===== src/sv/mtet_pkg.sv =====
// Types, constants and codes of the multitouch event tracker.
package mtet_pkg;

   localparam int MAX_POINTS     = 8;
   localparam int COORD_BITS     = 12;
   localparam int TABLE_DEPTH    = 8;
   localparam int ID_BITS        = 4;
   localparam int SLOT_BITS      = 3;
   localparam int FIELD_BITS     = 12;
   localparam int PRESSURE_BITS  = 8;
   localparam int LAYER_BITS     = 4;
   localparam int STORE_BITS     = (COORD_BITS < FIELD_BITS) ? COORD_BITS : FIELD_BITS;
   localparam int COUNT_BITS     = $clog2(MAX_POINTS + 1);
   localparam int WALK_BITS      = $clog2(TABLE_DEPTH);
   localparam int CSR_INDEX_BITS = 1;
   localparam int CSR_DATA_BITS  = 8;

   typedef enum logic [CSR_INDEX_BITS-1:0] {
      CSR_THRESHOLD = 1'b0,
      CSR_LAYER     = 1'b1
   } csr_index_type;

   typedef enum logic [1:0] {
      KIND_UP   = 2'd0,
      KIND_DOWN = 2'd1,
      KIND_MOVE = 2'd2
   } kind_type;

   typedef enum logic [1:0] {
      ST_IDLE,
      ST_UPS,
      ST_PTS,
      ST_FLUSH
   } state_type;

   typedef struct packed {
      logic [ID_BITS-1:0]    id;
      logic [STORE_BITS-1:0] x;
      logic [STORE_BITS-1:0] y;
   } point_type;

   typedef struct packed {
      logic load;
      logic shift;
   } cell_ctrl_type;

   typedef struct packed {
      kind_type              kind;
      logic [ID_BITS-1:0]    id;
      logic [STORE_BITS-1:0] x;
      logic [STORE_BITS-1:0] y;
   } event_type;

endpackage


===== src/sv/mtet_point_cell.sv =====
// One cell of the frame point chain: holds a kept point, shifts toward the head.
module mtet_point_cell (
   input  logic                   clock,
   input  mtet_pkg::cell_ctrl_type ctrl,
   input  mtet_pkg::point_type    load_point,
   input  mtet_pkg::point_type    next_point,
   output mtet_pkg::point_type    point
);

   mtet_pkg::point_type point_ff;
   mtet_pkg::point_type point_in;

   always_comb begin
      point_in = point_ff;
      if (ctrl.shift) begin
         point_in = next_point;
      end else if (ctrl.load) begin
         point_in = load_point;
      end
   end

   always_ff @(posedge clock) begin
      point_ff <= point_in;
   end

   assign point = point_ff;

endmodule


===== src/sv/mtet_table_cell.sv =====
// One cell of the active identifier table: rotates with its neighbor, zero means free.
module mtet_table_cell (
   input  logic                          clock,
   input  logic                          reset,
   input  mtet_pkg::cell_ctrl_type       ctrl,
   input  logic [mtet_pkg::ID_BITS-1:0]  load_id,
   input  logic [mtet_pkg::ID_BITS-1:0]  next_id,
   output logic [mtet_pkg::ID_BITS-1:0]  id
);

   logic [mtet_pkg::ID_BITS-1:0] id_ff;
   logic [mtet_pkg::ID_BITS-1:0] id_in;

   always_comb begin
      id_in = id_ff;
      if (ctrl.shift) begin
         id_in = next_id;
      end else if (ctrl.load) begin
         id_in = load_id;
      end
   end

   always_ff @(posedge clock) begin
      if (reset) begin
         id_ff <= '0;
      end else begin
         id_ff <= id_in;
      end
   end

   assign id = id_ff;

endmodule


===== src/sv/multitouch_event_tracker.sv =====
// Multitouch event tracker: point readings are accepted one per cycle while a frame is
// open. The item that closes a frame starts an event pass: the identifier table chain
// rotates once through its 8 cells (one UP per absent identifier), then the point chain
// shifts out one kept point per cycle while the output can take it (MOVE or DOWN), and
// once the chain is empty the flush state drains the last event, so req_ready stays low
// from a closing transaction until the pass is done, also while rsp_ready is low. One
// event is delivered per transaction on the rsp side.
module multitouch_event_tracker (
   input  logic                                clock,
   input  logic                                reset,
   input  logic                                req_valid,
   output logic                                req_ready,
   input  logic                                req_present,
   input  logic [mtet_pkg::SLOT_BITS-1:0]      req_slot,
   input  logic [mtet_pkg::FIELD_BITS-1:0]     req_pos_x,
   input  logic [mtet_pkg::FIELD_BITS-1:0]     req_pos_y,
   input  logic [mtet_pkg::PRESSURE_BITS-1:0]  req_pressure,
   input  logic                                req_frame_end,
   output logic                                rsp_valid,
   input  logic                                rsp_ready,
   output logic [1:0]                          rsp_event_kind,
   output logic [mtet_pkg::ID_BITS-1:0]        rsp_touch_id,
   output logic [mtet_pkg::FIELD_BITS-1:0]     rsp_out_x,
   output logic [mtet_pkg::FIELD_BITS-1:0]     rsp_out_y,
   output logic [mtet_pkg::LAYER_BITS-1:0]     rsp_layer,
   output logic                                rsp_last_of_run,
   input  logic                                csr_we,
   input  logic [mtet_pkg::CSR_INDEX_BITS-1:0] csr_index,
   input  logic [mtet_pkg::CSR_DATA_BITS-1:0]  csr_wdata
);

   localparam int NP = mtet_pkg::MAX_POINTS;
   localparam int NT = mtet_pkg::TABLE_DEPTH;

   // configuration
   logic [mtet_pkg::PRESSURE_BITS-1:0] threshold_ff;
   logic [mtet_pkg::LAYER_BITS-1:0]    layer_ff;

   always_ff @(posedge clock) begin
      if (reset) begin
         threshold_ff <= '0;
         layer_ff     <= '0;
      end else if (csr_we) begin
         case (mtet_pkg::csr_index_type'(csr_index))
            mtet_pkg::CSR_THRESHOLD: threshold_ff <= csr_wdata;
            mtet_pkg::CSR_LAYER:     layer_ff     <= csr_wdata[mtet_pkg::LAYER_BITS-1:0];
            default: ;
         endcase
      end
   end

   // control state
   mtet_pkg::state_type              state_ff, state_in;
   logic [mtet_pkg::COUNT_BITS-1:0]  count_ff, count_in;
   logic [mtet_pkg::WALK_BITS-1:0]   walk_ff, walk_in;
   mtet_pkg::event_type              hold_ff, hold_in;
   logic                             hold_valid_ff, hold_valid_in;
   mtet_pkg::event_type              rsp_event_ff, rsp_event_in;
   logic                             rsp_valid_ff, rsp_valid_in;
   logic                             rsp_last_ff, rsp_last_in;
   logic [mtet_pkg::LAYER_BITS-1:0]  rsp_layer_ff, rsp_layer_in;

   // cell chains
   mtet_pkg::point_type            pt [NP];
   mtet_pkg::point_type            pt_next [NP];
   mtet_pkg::cell_ctrl_type        pt_ctrl [NP];
   logic [mtet_pkg::ID_BITS-1:0]   tbl [NT];
   logic [mtet_pkg::ID_BITS-1:0]   tbl_next [NT];
   mtet_pkg::cell_ctrl_type        tbl_ctrl [NT];

   logic [NP-1:0]                  occupied;
   logic [NP-1:0]                  pt_match;
   logic [NT-1:0]                  free_onehot;
   logic                           match_any;
   logic                           in_frame;
   logic                           head_active;
   logic                           kept;
   logic                           up_hit;
   logic                           out_free;
   logic                           can_push;
   mtet_pkg::point_type            new_point;
   logic [mtet_pkg::ID_BITS-1:0]   req_id;

   // sequencer outputs
   logic                           accept;
   logic                           up_step;
   logic                           pt_step;
   logic                           emit;
   logic                           out_load;
   logic                           out_last;
   mtet_pkg::event_type            new_event;

   assign req_id      = mtet_pkg::ID_BITS'(req_slot) + mtet_pkg::ID_BITS'(1);
   assign kept        = req_present && (req_pressure > threshold_ff);
   assign new_point.id = req_id;
   assign new_point.x  = req_pos_x[mtet_pkg::STORE_BITS-1:0];
   assign new_point.y  = req_pos_y[mtet_pkg::STORE_BITS-1:0];
   assign out_free    = !rsp_valid_ff || rsp_ready;
   assign can_push    = !hold_valid_ff || out_free;

   always_comb begin
      match_any   = 1'b0;
      in_frame    = 1'b0;
      head_active = 1'b0;
      for (int i = 0; i < NP; i++) begin
         occupied[i] = mtet_pkg::COUNT_BITS'(i) < count_ff;
         pt_match[i] = occupied[i] && (pt[i].id == req_id);
         match_any   = match_any || pt_match[i];
         in_frame    = in_frame || (occupied[i] && (pt[i].id == tbl[0]));
      end
      for (int i = 0; i < NT; i++) begin
         head_active = head_active || (tbl[i] == pt[0].id);
      end
   end

   always_comb begin
      logic found;
      found = 1'b0;
      for (int i = 0; i < NT; i++) begin
         free_onehot[i] = (tbl[i] == '0) && !found;
         found          = found || (tbl[i] == '0);
      end
   end

   assign up_hit = (tbl[0] != '0) && !in_frame;

   // next state
   always_comb begin
      state_in = state_ff;
      case (state_ff)
         mtet_pkg::ST_IDLE: begin
            if (req_valid && req_frame_end) begin
               state_in = mtet_pkg::ST_UPS;
            end
         end
         mtet_pkg::ST_UPS: begin
            if (up_step && (walk_ff == mtet_pkg::WALK_BITS'(NT - 1))) begin
               state_in = mtet_pkg::ST_PTS;
            end
         end
         mtet_pkg::ST_PTS: begin
            if (count_ff == '0) begin
               state_in = mtet_pkg::ST_FLUSH;
            end
         end
         mtet_pkg::ST_FLUSH: begin
            if (!hold_valid_ff || out_free) begin
               state_in = mtet_pkg::ST_IDLE;
            end
         end
         default: state_in = mtet_pkg::ST_IDLE;
      endcase
   end

   // sequencer outputs
   always_comb begin
      accept    = 1'b0;
      up_step   = 1'b0;
      pt_step   = 1'b0;
      emit      = 1'b0;
      out_load  = 1'b0;
      out_last  = 1'b0;
      new_event = '{kind: mtet_pkg::KIND_UP, id: tbl[0], x: '0, y: '0};
      case (state_ff)
         mtet_pkg::ST_IDLE: begin
            accept = req_valid;
         end
         mtet_pkg::ST_UPS: begin
            up_step = !up_hit || can_push;
            emit    = up_hit && can_push;
         end
         mtet_pkg::ST_PTS: begin
            pt_step   = (count_ff != '0) && can_push;
            emit      = pt_step;
            new_event = '{kind: head_active ? mtet_pkg::KIND_MOVE : mtet_pkg::KIND_DOWN,
                          id: pt[0].id, x: pt[0].x, y: pt[0].y};
         end
         mtet_pkg::ST_FLUSH: begin
            out_load = hold_valid_ff && out_free;
            out_last = 1'b1;
         end
         default: ;
      endcase
      if (emit && hold_valid_ff) begin
         out_load = 1'b1;
      end
   end

   assign req_ready = (state_ff == mtet_pkg::ST_IDLE);

   always_comb begin
      count_in      = count_ff;
      walk_in       = walk_ff;
      hold_in       = hold_ff;
      hold_valid_in = hold_valid_ff;
      rsp_event_in  = rsp_event_ff;
      rsp_last_in   = rsp_last_ff;
      rsp_layer_in  = rsp_layer_ff;
      rsp_valid_in  = rsp_valid_ff && !rsp_ready;
      if (accept && kept && !match_any && (count_ff < mtet_pkg::COUNT_BITS'(NP))) begin
         count_in = count_ff + mtet_pkg::COUNT_BITS'(1);
      end
      if (pt_step) begin
         count_in = count_ff - mtet_pkg::COUNT_BITS'(1);
      end
      if (state_ff == mtet_pkg::ST_IDLE) begin
         walk_in = '0;
      end else if (up_step) begin
         walk_in = walk_ff + mtet_pkg::WALK_BITS'(1);
      end
      if (out_load) begin
         rsp_event_in  = hold_ff;
         rsp_last_in   = out_last;
         rsp_layer_in  = layer_ff;
         rsp_valid_in  = 1'b1;
         hold_valid_in = 1'b0;
      end
      if (emit) begin
         hold_in       = new_event;
         hold_valid_in = 1'b1;
      end
   end

   always_ff @(posedge clock) begin
      if (reset) begin
         state_ff      <= mtet_pkg::ST_IDLE;
         count_ff      <= '0;
         walk_ff       <= '0;
         hold_valid_ff <= 1'b0;
         rsp_valid_ff  <= 1'b0;
      end else begin
         state_ff      <= state_in;
         count_ff      <= count_in;
         walk_ff       <= walk_in;
         hold_valid_ff <= hold_valid_in;
         rsp_valid_ff  <= rsp_valid_in;
      end
   end

   always_ff @(posedge clock) begin
      hold_ff      <= hold_in;
      rsp_event_ff <= rsp_event_in;
      rsp_last_ff  <= rsp_last_in;
      rsp_layer_ff <= rsp_layer_in;
   end

   // point chain
   for (genvar i = 0; i < NP; i++) begin : g_point
      if (i == NP - 1) begin : g_tail
         assign pt_next[i] = '0;
      end else begin : g_body
         assign pt_next[i] = pt[i+1];
      end
      assign pt_ctrl[i].shift = pt_step;
      assign pt_ctrl[i].load  = accept && kept &&
                                (match_any ? pt_match[i]
                                           : (count_ff == mtet_pkg::COUNT_BITS'(i)));
      mtet_point_cell u_cell (
         .clock      (clock),
         .ctrl       (pt_ctrl[i]),
         .load_point (new_point),
         .next_point (pt_next[i]),
         .point      (pt[i])
      );
   end

   // identifier table chain
   for (genvar i = 0; i < NT; i++) begin : g_table
      if (i == NT - 1) begin : g_tail
         assign tbl_next[i] = up_hit ? '0 : tbl[0];
      end else begin : g_body
         assign tbl_next[i] = tbl[i+1];
      end
      assign tbl_ctrl[i].shift = up_step;
      assign tbl_ctrl[i].load  = pt_step && !head_active && free_onehot[i];
      mtet_table_cell u_cell (
         .clock   (clock),
         .reset   (reset),
         .ctrl    (tbl_ctrl[i]),
         .load_id (pt[0].id),
         .next_id (tbl_next[i]),
         .id      (tbl[i])
      );
   end

   assign rsp_valid       = rsp_valid_ff;
   assign rsp_event_kind  = rsp_event_ff.kind;
   assign rsp_touch_id    = rsp_event_ff.id;
   assign rsp_out_x       = mtet_pkg::FIELD_BITS'(rsp_event_ff.x);
   assign rsp_out_y       = mtet_pkg::FIELD_BITS'(rsp_event_ff.y);
   assign rsp_layer       = rsp_layer_ff;
   assign rsp_last_of_run = rsp_last_ff;

endmodule


===== config.mk =====
export PLATFORM = sky130hd
export DESIGN_NAME = multitouch_event_tracker
export DESIGN_NICKNAME = d
export VERILOG_FILES = /design/src/sv/mtet_pkg.sv /design/src/sv/mtet_point_cell.sv /design/src/sv/mtet_table_cell.sv /design/src/sv/multitouch_event_tracker.sv
export SDC_FILE = /design/constraint.sdc
export NUM_CORES = 1
export LEC_CHECK = 0
export BUFFER_PORTS_ARGS = -buffer_cell sky130_fd_sc_hd__buf_2
export CAP_MARGIN = 20
export CORE_ASPECT_RATIO = 1.4
export CORE_MARGIN = 1
export CORE_UTILIZATION = 60
export DETAILED_ROUTE_END_ITERATION = 8
export PLACE_DENSITY = 0.77
export SKIP_CTS_REPAIR_TIMING = 1
export SYNTH_ARGS = -nofsm -noshare
export SYNTH_HDL_FRONTEND = slang
export SYNTH_SLANG_ARGS = --single-unit

===== constraint.sdc =====
create_clock -name clock -period 6.6 [get_ports clock]
set_input_delay 0.33 -clock clock [delete_from_list [all_inputs] [get_ports clock]]
set_output_delay 0.33 -clock clock [all_outputs]
set_load 0.005 [all_outputs]

Word level (Yosys, flattened, before mapping)
Index checks and enable logic that the tools add are counted.
{"block": "op_classes", "add_sub_neg": 4, "n_mux": 58, "magnitude_cmp": 10, "n_bitwise": 1, "eq_ne": 39, "n_reduce_logical": 129}
{"operator": "two-way mux 28 bit", "count": 15}
{"operator": "== test 4 bit", "count": 24}
{"operator": "two-way mux 4 bit", "count": 19}
{"operator": "logical AND 1 bit", "count": 52}
{"operator": "zero test 4 bit", "count": 9}
{"operator": "nonzero test 2 bit", "count": 17}
{"operator": "logical OR 1 bit", "count": 30}
{"operator": "two-way mux 1 bit", "count": 17}
{"operator": "== test 4 x 3 -> 1 bit, second input constant", "count": 4}
{"operator": "< comparator 3 x 4 -> 1 bit, first input constant", "count": 4}
{"operator": "zero test 1 bit", "count": 14}
{"operator": "two-way mux 2 bit", "count": 5}
{"operator": "== test 4 x 2 -> 1 bit, second input constant", "count": 2}
{"operator": "greater-than comparator 8 bit", "count": 1}
{"operator": "< comparator 1 x 4 -> 1 bit, first input constant", "count": 2}
{"operator": "< comparator 2 x 4 -> 1 bit, first input constant", "count": 2}
{"operator": "case mux 2 bit (4 select lines)", "count": 1}
{"operator": "nonzero test 4 bit", "count": 2}
{"operator": "!= test 2 bit, second input constant", "count": 3}
{"operator": "adder 3 x 1 -> 4 bit, second input constant", "count": 1}
{"operator": "adder 4 x 1 -> 4 bit, second input constant", "count": 1}
{"operator": "== test 2 bit, second input constant", "count": 2}
{"operator": "== test 4 x 1 -> 1 bit, second input constant", "count": 1}
{"operator": "< comparator 4 bit, second input constant", "count": 1}
{"operator": "11 further kinds", "count": 12}
{"block": "totals", "word_cells": 290, "out_inout_bits": 37, "inputBits": 51, "reg_bits": 344}

Longest topological paths before layout
Gate-level depths: netlist of run 1.
{"block": "logic_depth", "ltp_word": 17, "ltp_mapped": 11, "depth_no_buf": 9}

Modules after synthesis
Synthesis of run 1 repeated with hierarchy kept, for this count alone.
{"block": "unflattened", "hier_cells": 1103, "area_unflattened_um2": 16529.6}
{"mod": "mtet_point_cell", "n_inst": 8, "cells_each": 60, "seq_area_each_um2": 840.8, "area_per_inst_um2": 1223.7}
{"mod": "multitouch_event_tracker", "n_inst": 1, "cells_each": 479, "seq_area_each_um2": 2412.3, "area_per_inst_um2": 5218.8}
{"mod": "mtet_table_cell", "n_inst": 8, "cells_each": 18, "seq_area_each_um2": 80.1, "area_per_inst_um2": 190.2}

Least setup slack after synthesis of run 1
Ideal clock, no wire load.
{"block": "synth_path", "path_type": "flip-flop to flip-flop", "from": "reg count_ff[2] (netlist name)", "to": "reg rsp_event_ff, in the netlist rsp_event_kind[0] (enable)", "path_buffers": 2, "setup_time_ns": 0.481, "synth_period_minus_slack_ns": 4.733, "slack_ns": 1.867, "t_arrival_ns": 4.252, "required_time_ns": 6.119, "path_stages_with_launch": 10, "cell_sequence": "dfxtp_1 -> buf_2 -> nor2_1 -> nand2_1 -> a22oi_1 -> and4_1 -> clkbuf_1 -> nand3_1 -> a21o_1 -> a21boi_0"}
{"block": "synth_via", "elab_chain_len": 15, "elab_cells_between_ends": 31, "cone_classes": "order compare (8); mux (2); reduce/logical (21)"}
{"element": "start: declaration", "line": "multitouch_event_tracker.sv:54", "text": "logic [mtet_pkg::COUNT_BITS-1:0] count_ff, count_in;"}
{"element": "start signal: assignment", "line": "multitouch_event_tracker.sv:233", "text": "count_ff <= count_in;"}
{"element": "< comparator 1 x 4 -> 1 bit", "line": "multitouch_event_tracker.sv:106", "text": "occupied[i] = mtet_pkg::COUNT_BITS'(i) < count_ff;"}
{"element": "logical AND 1 bit", "line": "multitouch_event_tracker.sv:109", "text": "in_frame = in_frame || (occupied[i] && (pt[i].id == tbl[0]));"}
{"element": "logical OR 1 bit (7 in series)", "line": "multitouch_event_tracker.sv:109"}
{"element": "zero test 1 bit", "line": "multitouch_event_tracker.sv:125", "text": "assign up_hit = (tbl[0] != '0) && !in_frame;"}
{"element": "logical AND 1 bit", "line": "multitouch_event_tracker.sv:125"}
{"element": "logical AND 1 bit", "line": "multitouch_event_tracker.sv:170", "text": "emit = up_hit && can_push;"}
{"element": "case mux 1 bit (2 select lines) *", "line": "multitouch_event_tracker.sv:164", "text": "case (state_ff)"}
{"element": "logical AND 1 bit *", "line": "multitouch_event_tracker.sv:184", "text": "if (emit && hold_valid_ff) begin"}
{"element": "two-way mux 1 bit *", "line": "multitouch_event_tracker.sv:184"}
{"element": "named net out_load", "line": "multitouch_event_tracker.sv:89", "text": "logic out_load;"}
{"element": "end signal: assignment", "line": "multitouch_event_tracker.sv:242", "text": "rsp_event_ff <= rsp_event_in;"}
{"element": "end: declaration", "line": "multitouch_event_tracker.sv:58", "text": "mtet_pkg::event_type rsp_event_ff, rsp_event_in;"}
Mark *: on every way through the listed nets, which the timed path passes. The rest lies on a longest branch.
A chain may end at the register's enable or synchronous reset.

Worst setup path after layout of run 1
{"block": "layout_path", "from": "reg count_ff[3] (netlist name)", "to": "reg g_point[1].u_cell.point_ff, in the netlist g_point[1].u_cell.point[18] (enable)"}
{"block": "layout_via", "elab_chain_len": 12, "elab_cells_between_ends": 30, "cone_classes": "order compare (8); eq/ne (1); mux (2); reduce/logical (19)"}
{"element": "< comparator 1 x 4 -> 1 bit", "line": "multitouch_event_tracker.sv:106"}
{"element": "logical AND 1 bit", "line": "multitouch_event_tracker.sv:107", "text": "pt_match[i] = occupied[i] && (pt[i].id == req_id);"}
{"element": "logical OR 1 bit (7 in series)", "line": "multitouch_event_tracker.sv:108", "text": "match_any = match_any || pt_match[i];"}
{"element": "two-way mux 1 bit", "line": "multitouch_event_tracker.sv:256", "text": "(match_any ? pt_match[i]"}
{"element": "logical AND 1 bit", "line": "multitouch_event_tracker.sv:255", "text": "assign pt_ctrl[i].load = accept && kept &&"}
{"element": "nonzero test 2 bit (no line) *"}
{"element": "end signal: assignment", "line": "mtet_point_cell.sv:23", "text": "point_ff <= point_in;"}
{"element": "end: declaration", "line": "mtet_point_cell.sv:10", "text": "mtet_pkg::point_type point_ff;"}
Every way passes the cells marked *; elsewhere a longest branch is shown, timed or not.

==> results.json, run 1 <==
{
  "postPlaceCellArea_mm2": 0.0157,
  "cp-end-kind": "flop",
  "synth_edf_count": 261,
  "placementRows": 68,
  "slew_headroom": 0.266,
  "viasPerCell": 5.77,
  "synth-adder-area-share": 0.0159,
  "antenna_found_initial": 0,
  "ff_latch_area_mm2": 0.00950,
  "post-dp-hpwl_um": 19400,
  "wirelength_um": 30500,
  "rsz0062_at_grt": "no",
  "grt_max_degree": 177,
  "ir_drop_v": 0.000272,
  "cts.sinks": 344,
  "synth.avg_cell_area_um2": 11.2,
  "clk-insertion-delay-late_ps": 520,
  "h-tree-depth": 2,
  "synthCells": 1340,
  "max_cap_violations": 0,
  "worst_setup_path_start_kind": "flop",
  "async_flop_share": 0,
  "synthSimpleGateAreaFrac": 0.179,
  "yosys.cell_count.top_type": "nand2_1",
  "num-fill-cells": 1725,
  "setup_tns_ps": 0,
  "switching_share": 0.284,
  "grt_pass1_vias": 9990,
  "nets": 1477,
  "yosys-top-cells-count": "nand2_1 (441), edfxtp_1 (261), dfxtp_1 (83)",
  "final_cell_area_mm2": 0.0169,
  "yosys.area.top_type_share": 0.524,
  "initial_core_util": 0.608,
  "max_freq_ghz": 0.267,
  "clk_pin_slew_ps": 60,
  "synth_xor_area_frac": 0.0555,
  "hold_path_class": "input port to flop",
  "yosys_warnings": 0,
  "multi_input_area_mm2": 0.00515,
  "cts_tree": "built",
  "grt_use_total": 0.245,
  "antenna_left": 0,
  "syn-cell-area_mm2": 0.0150,
  "leakagePower_nw": 6.53,
  "synth_ff_type": "edfxtp_1",
  "worstMarginPinSlew_ps": 1090,
  "grt_remaining_overflow": 0,
  "first_iter_violations": 729,
  "synth_top_area_cell": "edfxtp_1",
  "die_width_um": 135,
  "crit_arrival_ps": 3940,
  "area_growth_pct": 12.9,
  "crit_path_max_fanout": 16,
  "numCtsBuffers": 34,
  "synth_area_leaders": "edfxtp_1 (52%), dfxtp_1 (11%), nand2_1 (11%), xor2_1 (2.9%), xnor2_1 (2.5%)",
  "drv_slew": 0,
  "status": "complete, no violations",
  "synth-seq-area-share": 0.635,
  "synth_compound_area_frac": 0.0663,
  "period_share": 0.567,
  "sequentialPowerShare": 0.478,
  "wl_per_cell_um": 17.5,
  "ys_ff_latch": 344,
  "power_frac_comb": 0.179,
  "synth_top_family_by_area": "simple AND/OR/NAND/NOR gates",
  "diodes": 0,
  "setup_violations": 0,
  "synth_nets": 1410,
  "coreArea_mm2": 0.0246,
  "p_clk_frac": 0.343,
  "p_per_area_mw_per_mm2": 343,
  "numPortBuffers": 87,
  "p_int_mw": 4.14,
  "place_congestion": 0.937,
  "die_area_mm2": 0.0256,
  "drt-pass1-iter-count": 5,
  "finalCriticalPeriod_ps": 3740,
  "vias": 10085,
  "cp_data_required_time_ps": 6800,
  "grt_pass1_wl_um": 49400,
  "criticalPathCategory": "flop to flop",
  "cts_root_buffer": "clkbuf_16",
  "synth.distinct_cells": 60,
  "clock_skew_ps": 13.1,
  "die_h_um": 189,
  "route.detailed.drc": 0,
  "muxShareOfSynthArea": 0.0232,
  "switchingPower_mw": 1.65,
  "clockBufferDepth": 3,
  "hold_violations": 0,
  "layout-drive-gt1-share": 0.131,
  "io-pin-count": 88
}
-- power groups by stage --
stage	Sequential [mW]	Combinational, mW	Clock (mW)
after global routing	2.79	1.15	2.10
after floorplan	2.70	0.829	0
final	2.77	1.03	1.99
after detailed placement	2.81	1.01	0
after CTS	2.77	1.02	2.02
after global placement	2.80	0.979	0
-- cell usage in the layout, fill, tap and decap left out, types with 19 or more instances in the layout --
cell type and n:
xor2_1 50, dfxtp_1 83, nor4_1 20, nor3_1 33, nand2_1 441, clkbuf_16 36
nor2_1 39, mux2i_1 29, xnor2_1 43, and2_1 28, buf_2 87, ha_1 19
a21oi_1 26, edfxtp_1 261
-- final timing paths --
path / from / end / slack, ps / cells past startpoint
max: count_ff[3] / g_point[1].u_cell.point[18] / 2860 / 8
min: csr_wdata[6] / threshold_ff[6] / 60 / 3
min reg2reg: hold_ff[2] / rsp_out_y[2] / 420 / 0
max reg2reg: count_ff[3] / g_point[1].u_cell.point[18] / 2860 / 8
-- logic make-up (layout without fill, tap and decap cells) --
kind of cell | Yosys count | after routing
adder cells (fa/ha/maj) | 19 | 19
buffers and inverters | 89 | 182
multiplexers | 34 | 34
XOR/XNOR | 94 | 94
flip-flops | 344 | 344
AND/OR/NAND/NOR | 622 | 622
AO/OA/AOI/OAI | 138 | 138
-- critical path: stages, from the launching register on --
cell     delay (ps)
dfxtp_1         460
nor2_1          440
o21ai_0         220
and4_1          230
or4_4           580
nor2_2          310
a31oi_1         150
o21ai_2         640
buf_4           380
-- stage by stage --
step / power (mW) / hold slack (ps) / cells / setup slack (ps) / util
floorplan: 3.53 / 400 / 1340 / 1870 / -
global placement: 3.78 / 401 / 1683 / 2500 / 0.636
detailed placement: 3.82 / 405 / 1683 / 2420 / 0.636
CTS: 5.81 / 38.0 / 1745 / 2890 / 0.684
global route: 6.04 / 61.8 / 1748 / 2690 / 0.687
finish: 5.79 / 57.1 / 1748 / 2860 / 0.687
-- area by class of cell --
cell class	count	share of cell area
Tap cell	315	0.0233
Inverter	17	0.00378
Sequential cell	344	0.562
Clock inverter	20	0.0119
Clock buffer	42	0.0576
Timing Repair Buffer	103	0.0364
Multi-Input combinational cell	907	0.305
-- sequential cells by signal, indices dropped and copies added (netlist names) --
register,cells
g_table.u_cell.id,32
walk_ff,3
layer_ff,4
hold_ff,30
hold_valid_ff,1
rsp_out_y,12
state_ff,2
rsp_out_x,12
rsp_last_of_run,1
rsp_valid,1
rsp_touch_id,4
rsp_event_kind,2
count_ff,4
rsp_layer,4
threshold_ff,8
g_point.u_cell.point,224
-- layer usage --
layer	wire length (um)	global-route usage	vias up
met3	1520	0.0334	70
met4	979	0.112	0
met1	12300	0.301	4867
met5	0	0	-
li1	-	-	4821
met2	15700	0.426	327
Note: power is estimated with default switching activity, not from simulation.
==> inputs of run 2 (changes only) <==
- CORE_UTILIZATION: 60 -> 55
- PLACE_DENSITY: 0.77 -> 0.74
- clock period: 6.6 -> 3.1 ns (I/O delays scaled with it)
==> results.json, run 2 (synthesis results as in run 1) <==
{
  "status": "complete, no violations",
  "dp.cells": 1774,
  "criticalPathCategory": "flop to flop",
  "period_share": 0.920,
  "wirelength_um": 30000,
  "drt-pass1-iter-count": 5,
  "viasPerCell": 5.39,
  "placementRows": 71,
  "io-pin-count": 88,
  "die_h_um": 197,
  "nets": 1526,
  "hold_violations": 0,
  "grt_pass1_vias": 9592,
  "cts.sinks": 344,
  "crit_arrival_ps": 3070,
  "p_total_mw": 12.3,
  "path_common_cell": "inv_1",
  "fin_hold_ws_ps": 2.54,
  "cp_data_required_time_ps": 3320,
  "cpMaxStageDelayCell": "or4_4",
  "wl_per_cell_um": 16.2,
  "hold_path_class": "input port to flop",
  "postPlaceCellArea_mm2": 0.0162,
  "coreArea_mm2": 0.0268,
  "final_cell_mix": "nand2_1 (441), edfxtp_1 (261), buf_2 (87)",
  "layoutNonFillerInstCount": 1847,
  "antenna_left": 0,
  "max_freq_ghz": 0.350,
  "p_per_area_mw_per_mm2": 705,
  "die_area_mm2": 0.0279,
  "ir_drop_v": 0.000451,
  "area_growth_pct": 16.8,
  "path_buf_inv": 4,
  "initial_core_util": 0.558,
  "grt_remaining_overflow": 0,
  "pre_cts_slack_ps": 184,
  "fin_ws_ps": 247,
  "num-fill-cells": 1985,
  "setup_violations": 0,
  "final_cell_area_mm2": 0.0175,
  "drv_slew": 0,
  "post-dp-hpwl_um": 20400,
  "leakagePower_nw": 6.76,
  "grt_use_total": 0.216,
  "cp-end-kind": "flop",
  "worst_setup_path_start_kind": "flop",
  "numPortBuffers": 87,
  "worstMarginPinSlew_ps": 1060,
  "slew_headroom": 0.292,
  "postLayoutCoreUtil": 0.651,
  "h-tree-depth": 2,
  "critPathTopFamily": "simple AND/OR/NAND/NOR gates",
  "max_cap_violations": 0,
  "clk_pin_slew_ps": 70,
  "clock_skew_ps": 19.5,
  "clk-insertion-delay-late_ps": 520,
  "vias": 9953,
  "grt_pass1_wl_um": 47700,
  "setup_tns_ps": 0,
  "route.detailed.drc": 0,
  "place_congestion": 0.866,
  "rsz0062_at_grt": "no",
  "crit_path_cell_trace": "inv_1 -> ha_2 -> inv_1 -> a21oi_1 -> nor4_1 -> or4_4 -> buf_4 -> nor3_1 -> a31oi_1 -> o21ai_4 -> buf_12",
  "layout-drive-gt1-share": 0.146,
  "diodes": 0,
  "finalCriticalPeriod_ps": 2850,
  "slowest_delay_ps": 540,
  "cts_tree": "built",
  "mostFrequentLayoutCell": "nand2_1",
  "first_iter_violations": 612,
  "die_width_um": 141,
  "antenna_found_initial": 0,
  "clockBufferDepth": 3,
  "cts_root_buffer": "clkbuf_16",
  "grt_max_degree": 102,
  "crit_path_max_fanout": 28,
  "numCtsBuffers": 34,
  "largest_reg_flops": 224
}
==> run 2: cell types whose count changed in the layout (fill, tap and decap cells not counted), sizes merged <==
cell         delta
buf            +38
bufinv          -2
clkbuf          +5
clkinv          -2
clkinvlp        -1
dlygate4sd3    +11
==> run 2: worst paths after layout <==
check	start	end	slack, ps	depth (start not counted)
worst min register to register	hold_ff[26]	rsp_touch_id[2]	410	0
worst max register to register	count_ff[0]	g_point[0].u_cell.point[11]	250	11
worst min-delay path	rsp_ready	rsp_valid	3	4
worst max-delay path	count_ff[0]	g_point[0].u_cell.point[11]	250	11
==> run 2: power by group <==
part | internal, mW | leakage, nW | switching (mW)
logic | 1.04 | 3.19 | 1.47
clock network | 2.32 | 0.537 | 1.68
registers | 5.44 | 3.03 | 0.344
==> run 2: cell type report <==
type	instances	area, um2	share of cell area
timing repair buffer	152	1140	0.0652
clock inverter	15	114	0.00652
tap	365	457	0.0262
inverter	17	63.8	0.00365
sequential	344	9500	0.544
multi-input combinational	907	5210	0.298
clock buffer	47	983	0.0563
==> run 2: per-layer routing <==
layer	routed length [um]	global-route usage	vias to the layer above
li1	-	-	4899
met1	12800	0.276	4735
met2	15000	0.375	262
met3	1400	0.0303	57
met4	749	0.0820	0
met5	0	0	-
==> run 2: tightest hold or removal path, stage by stage <==
cell      delay (ps)
buf_2             80
nor2b_1           80
nor2_1           100
a211oi_1          50
